==> src/design/bb3_pkg.sv <==
`timescale 1ns / 1ps
// Shared types, constants and helper function of the 3x3 box blur.
package bb3_pkg;

  localparam int CHAN_W      = 8;
  localparam int FW_W        = 10;
  localparam int FH_W        = 13;
  localparam int CFG_DATA_W  = 13;
  localparam int CFG_IDX_W   = 1;
  localparam int OUT_COL_W   = 9;
  localparam int OUT_ROW_W   = 12;
  localparam int SUM_W       = 12;
  localparam int QUEUE_DEPTH = 4;

  // Reciprocal of nine in 16 fractional bits, rounded up; exact for sums below 2296.
  localparam int DIV9_SHIFT      = 16;
  localparam int DIV9_RECIP_W    = 13;
  localparam logic [DIV9_RECIP_W-1:0] DIV9_RECIP = 13'd7282;

  typedef enum logic [CFG_IDX_W-1:0] {
    REG_FRAME_WIDTH  = 1'b0,
    REG_FRAME_HEIGHT = 1'b1
  } cfg_reg_t;

  typedef struct packed {
    logic [CHAN_W-1:0] a;
    logic [CHAN_W-1:0] r;
    logic [CHAN_W-1:0] g;
    logic [CHAN_W-1:0] b;
  } argb_t;

  typedef struct packed {
    logic interior;
    logic border;
  } cls_t;

  function automatic logic [CHAN_W-1:0] div9(input logic [SUM_W-1:0] s);
    logic [SUM_W+DIV9_RECIP_W-1:0] p;
    p = (SUM_W+DIV9_RECIP_W)'(s) * (SUM_W+DIV9_RECIP_W)'(DIV9_RECIP);
    return p[DIV9_SHIFT+CHAN_W-1:DIV9_SHIFT];
  endfunction

endpackage

==> src/design/bb3_queue.sv <==
`timescale 1ns / 1ps
// Small register queue that decouples the front end from the filter back end.
module bb3_queue import bb3_pkg::*; #(
  parameter int WIDTH = 8
) (
  input  logic             clk,
  input  logic             rst_n,
  input  logic             wr_valid,
  output logic             wr_ready,
  input  logic [WIDTH-1:0] wr_data,
  output logic             rd_valid,
  input  logic             rd_ready,
  output logic [WIDTH-1:0] rd_data
);

  localparam int AW = $clog2(QUEUE_DEPTH);

  logic [WIDTH-1:0] slot_r [QUEUE_DEPTH];
  logic [AW-1:0]    wr_ptr_r, wr_ptr_nxt;
  logic [AW-1:0]    rd_ptr_r, rd_ptr_nxt;
  logic [AW:0]      count_r, count_nxt;
  logic             push, pop;

  assign wr_ready = (count_r != (AW+1)'(QUEUE_DEPTH));
  assign rd_valid = (count_r != '0);
  assign push     = wr_valid && wr_ready;
  assign pop      = rd_valid && rd_ready;
  assign rd_data  = slot_r[rd_ptr_r];

  always_comb begin
    wr_ptr_nxt = push ? wr_ptr_r + 1'b1 : wr_ptr_r;
    rd_ptr_nxt = pop ? rd_ptr_r + 1'b1 : rd_ptr_r;
    count_nxt  = count_r;
    if (push && !pop) count_nxt = count_r + 1'b1;
    else if (pop && !push) count_nxt = count_r - 1'b1;
  end

  always_ff @(posedge clk) begin
    if (!rst_n) begin
      wr_ptr_r <= '0;
      rd_ptr_r <= '0;
      count_r  <= '0;
    end else begin
      wr_ptr_r <= wr_ptr_nxt;
      rd_ptr_r <= rd_ptr_nxt;
      count_r  <= count_nxt;
    end
  end

  always_ff @(posedge clk) begin
    if (push) slot_r[wr_ptr_r] <= wr_data;
  end

endmodule

==> config.mk <==
export PLATFORM = sky130hd
export DESIGN_NAME = bb3_queue
export DESIGN_NICKNAME = d
export VERILOG_FILES = /design/src/design/bb3_pkg.sv /design/src/design/bb3_queue.sv
export SDC_FILE = /design/constraint.sdc
export NUM_CORES = 1
export LEC_CHECK = 0
export BUFFER_PORTS_ARGS = -buffer_cell sky130_fd_sc_hd__clkbuf_2
export CELL_PAD_IN_SITES_DETAIL_PLACEMENT = 1
export CELL_PAD_IN_SITES_GLOBAL_PLACEMENT = 1
export CORE_ASPECT_RATIO = 0.7
export CORE_MARGIN = 2
export CORE_UTILIZATION = 35
export CTS_BUF_LIST = sky130_fd_sc_hd__clkbuf_8 sky130_fd_sc_hd__clkbuf_16
export CTS_CLUSTER_SIZE = 12
export DETAILED_ROUTE_END_ITERATION = 8
export MAX_ROUTING_LAYER = met4
export PLACE_DENSITY = 0.64
export SYNTH_ARGS = -nofsm -noshare
export SYNTH_HDL_FRONTEND = slang
export SYNTH_SLANG_ARGS = --single-unit
==> constraint.sdc <==
create_clock -name clk -period 2.83 [get_ports clk]
set_input_delay 0.4245 -clock clk [delete_from_list [all_inputs] [get_ports clk]]
set_output_delay 0.4245 -clock clk [all_outputs]
set_load 0.02 [all_outputs]
==> metrics.yaml <==
outcome:
  status: "finished, final reports clean"
logic_synthesis:
  synth_nets: 108
  synth_seq_area_share_pct: 68.9
  postSynthCellCount: 90
  ys_ff_latch: 41
  syn-cell-area_sq_mm: 0.00166
  synth-warning-count: 0
  synth_cell_type_count: 22
  average_size_of_a_mapped_cell_sq_um: 18.4
sta:
  final.setup.tns_ns: 0
  final.min_clock_period_ns: 2.22
  fin_crit_sh_pct: 78.6
  grt_setup_unrepaired: "false"
  report.final.hold_viol_count: 0
  timing_worst_slew_pin_value_ns: 0.578
  setup_violations: 0
  max_clk_rate_mhz: 450
  final.setup_skew_ns: 0.00764
  fin_max_slew_vios: 0
  slew-limit-headroom_pct: 61.4
floorplanning:
  die_height_um: 61.6
  num_io_pins: 22
  starting_utilization_of_the_core_area_pct: 37.2
  dieWidth_um: 86.2
  floorplan.die_area_sq_mm: 0.00531
  core_region_area_sq_mm: 0.00445
  row_count: 20
hold_path:
  hold_path_class: "in2reg"
clock_network:
  ctsResizeCount: 0
  clockBufferDepth: 2
  postCtsSetupRepairBufs: 0
  tritoncts_num_sinks: 41
  cts-buffers-inserted: 5
  clock_tree.htree_level_count: 2
  clock_insertion_delay_worst_skew_ns: 0.29
  cts-hold-fix-buffers: 0
  clockRootBuffer: "sky130_fd_sc_hd__clkbuf_8"
  clk_pin_slew_worst_paths_ns: 0.08
  cts_tree: "built"
critical_path:
  worst_setup_path_start_kind: "flop"
  cp_cell_sequence: "nor2_2, a21boi_4, ha_1, inv_1, fa_1, xor2_1, or3_1, a21boi_0"
  crit_family: "adder cells"
  timing.critical_path.fanout_max: 7
  req_time_crit_path_ns: 3.05
  timing.critical_path.buf_inv: 1
  crit_type: "reg2reg"
  timing.critical_path.arrival_ns: 2.44
  critical-path-max-stage-delay_ns: 0.54
  setup.worst_path.end_class: "flop"
  critical_path.slowest_cell: "sky130_fd_sc_hd__dfxtp_1"
routing:
  wl_per_cell_um: 15.8
  route.detailed.vias_per_inst: 4.82
  dr.pass1.iters: 4
  ant_nets: 0
  drt_iter0_markers: 28
  detailroute.via_count: 824
  finalWirelength_mm: 2.70
  drc_errors: 0
power_and_ir_drop:
  vdd_ir_drop_max_uv: 333
  power-per-cell-area_mw_per_mm2: 916
  total_leakage_power_uw: 0.000687
final_layout:
  share_of_layout_cells_above_drive_strength_1_pct: 35.3
  instances_no_fill: 171
  antenna_cells: 0
  layout-area-overhead-vs-synth_pct: 16.4
  design.final.nets: 133
run:
  max_cap_violations: 0
global_routing:
  pin_count_of_the_biggest_net_entering_global_routing: 14
  antenna_found_initial: 0
  gr-total-overflow: 0
  grt_usage_pct: 12.1
  grt_pass1_wl_mm: 4.37
  grt_pass1_vias: 886
placement:
  place_inst: 163
  place_congestion: 0.709
  post-dp-hpwl_mm: 1.93
  port_buffers: 21
==> kinds of logic (layout without fill, tap and decap cells) <==
family,after synthesis,count (layout),synth area share [%]
simple gates,17,17,5.74
buf+inv,6,32,1.43
fa+ha+maj,6,6,4.98
mux,11,11,12.7
xor+xnor,4,4,2.12
flops,41,41,68.9
compound gates,5,5,4.15
==> cell usage in the layout, fill, tap and decap left out <==
master / n
sky130_fd_sc_hd__clkinv_1: 1
sky130_fd_sc_hd__nand2_1: 5
sky130_fd_sc_hd__nor2b_1: 1
sky130_fd_sc_hd__ha_1: 5
sky130_fd_sc_hd__clkinvlp_4: 1
sky130_fd_sc_hd__inv_1: 3
sky130_fd_sc_hd__edfxtp_1: 32
sky130_fd_sc_hd__or3_2: 1
sky130_fd_sc_hd__a21boi_0: 1
sky130_fd_sc_hd__and2_1: 8
sky130_fd_sc_hd__a21boi_4: 1
sky130_fd_sc_hd__clkbuf_8: 5
sky130_fd_sc_hd__bufinv_16: 1
sky130_fd_sc_hd__xnor2_1: 3
sky130_fd_sc_hd__o311ai_2: 1
sky130_fd_sc_hd__dfxtp_1: 9
sky130_fd_sc_hd__o31ai_4: 1
sky130_fd_sc_hd__mux2i_1: 3
sky130_fd_sc_hd__fa_1: 1
sky130_fd_sc_hd__xor2_1: 1
sky130_fd_sc_hd__or3_1: 1
sky130_fd_sc_hd__mux4_2: 8
sky130_fd_sc_hd__o21ai_0: 1
sky130_fd_sc_hd__clkbuf_2: 21
sky130_fd_sc_hd__nor2_2: 1
==> flip-flops by register name (all words and copies together) (netlist names), named ones only <==
| name | cells |
|---|---|
| count_r | 3 |
| rd_ptr_r | 2 |
| slot_r | 32 |
| wr_ptr_r | 2 |
==> cell usage after synthesis <==
cell type | instances | area (sq um)
sky130_fd_sc_hd__fa_1 | 1 | 20.0
sky130_fd_sc_hd__inv_1 | 3 | 11.3
sky130_fd_sc_hd__mux2i_1 | 3 | 30.0
sky130_fd_sc_hd__nor2b_1 | 1 | 6.26
sky130_fd_sc_hd__clkbuf_1 | 2 | 7.51
sky130_fd_sc_hd__a21boi_4 | 1 | 18.8
sky130_fd_sc_hd__buf_2 | 1 | 5.00
sky130_fd_sc_hd__xor2_1 | 1 | 8.76
sky130_fd_sc_hd__o311ai_2 | 1 | 16.3
sky130_fd_sc_hd__and2_1 | 8 | 50.1
sky130_fd_sc_hd__o21ai_0 | 1 | 5.00
sky130_fd_sc_hd__dfxtp_1 | 9 | 180
sky130_fd_sc_hd__nor2_2 | 1 | 6.26
sky130_fd_sc_hd__edfxtp_1 | 32 | 961
sky130_fd_sc_hd__mux4_2 | 8 | 180
sky130_fd_sc_hd__ha_1 | 5 | 62.6
sky130_fd_sc_hd__or3_2 | 1 | 7.51
sky130_fd_sc_hd__a21boi_0 | 1 | 7.51
sky130_fd_sc_hd__xnor2_1 | 3 | 26.3
sky130_fd_sc_hd__or3_1 | 1 | 6.26
sky130_fd_sc_hd__o31ai_4 | 1 | 21.3
sky130_fd_sc_hd__nand2_1 | 5 | 18.8
==> layout make-up <==
cell class / instances / area [sq um]
clock buffers: 5 / 68.8
clock inverters: 3 / 41.3
fillers: 455 / 2530
inverters: 3 / 11.3
multi-input cells: 43 / 492
flip-flops and latches: 41 / 1140
well taps: 55 / 68.8
repair buffers: 21 / 105
==> power by group <==
part / leakage, uW / total, uW / internal, uW / switching [uW]
combinational: 0.000268 / 469 / 229 / 239
sequential: 0.000367 / 843 / 740 / 102
clock: 0.0000518 / 455 / 259 / 195
total: 0.000687 / 1770 / 1230 / 537
==> final timing paths <==
check             depth (start not counted)  slack [ns]      endpoint        start
setup / recovery                          8        0.61    count_r[2]   count_r[0]
hold / removal                            1        0.36  slot_r[2][7]   wr_data[7]
setup reg to reg                          8        0.61    count_r[2]   count_r[0]
hold reg to reg                           2        0.53   wr_ptr_r[0]  wr_ptr_r[0]
==> routing by layer <==
layer	routed length (um)	up-vias	GRT usage (%)	share of wire, %
met5	0	-	-	0
met4	30	0	5.36	1.1
met3	97	3	4.16	3.6
met2	1270	16	18.7	47
met1	1300	417	14.6	48
li1	-	388	-	-
==> worst reg2reg max path, stage by stage, from the launching register on <==
cell and delay [ns]:
sky130_fd_sc_hd__dfxtp_1 0.54, sky130_fd_sc_hd__nor2_2 0.11, sky130_fd_sc_hd__a21boi_4 0.25, sky130_fd_sc_hd__ha_1 0.22, sky130_fd_sc_hd__inv_1 0.06, sky130_fd_sc_hd__fa_1 0.37, sky130_fd_sc_hd__xor2_1 0.16, sky130_fd_sc_hd__or3_1 0.30
sky130_fd_sc_hd__a21boi_0 0.15
==> metrics by stage <==
stage | utilization (%) | instance area, sq um | setup WS (ns) | hold WS [ns] | total power, uW
6_report | 43.3 | 1930 | 0.606 | 0.355 | 1770
5_1_grt | 43.3 | 1930 | 0.399 | 0.348 | 1880
4_1_cts | 43.3 | 1930 | 0.582 | 0.346 | 1790
3_5_place_dp | 40.8 | 1820 | 0.610 | 0.514 | 1340
3_3_place_gp | 40.8 | 1820 | 0.690 | 0.499 | 1320
2_1_floorplan | - | 1660 | 0.775 | 0.468 | 1200
Power figures use the tool's default switching activity.
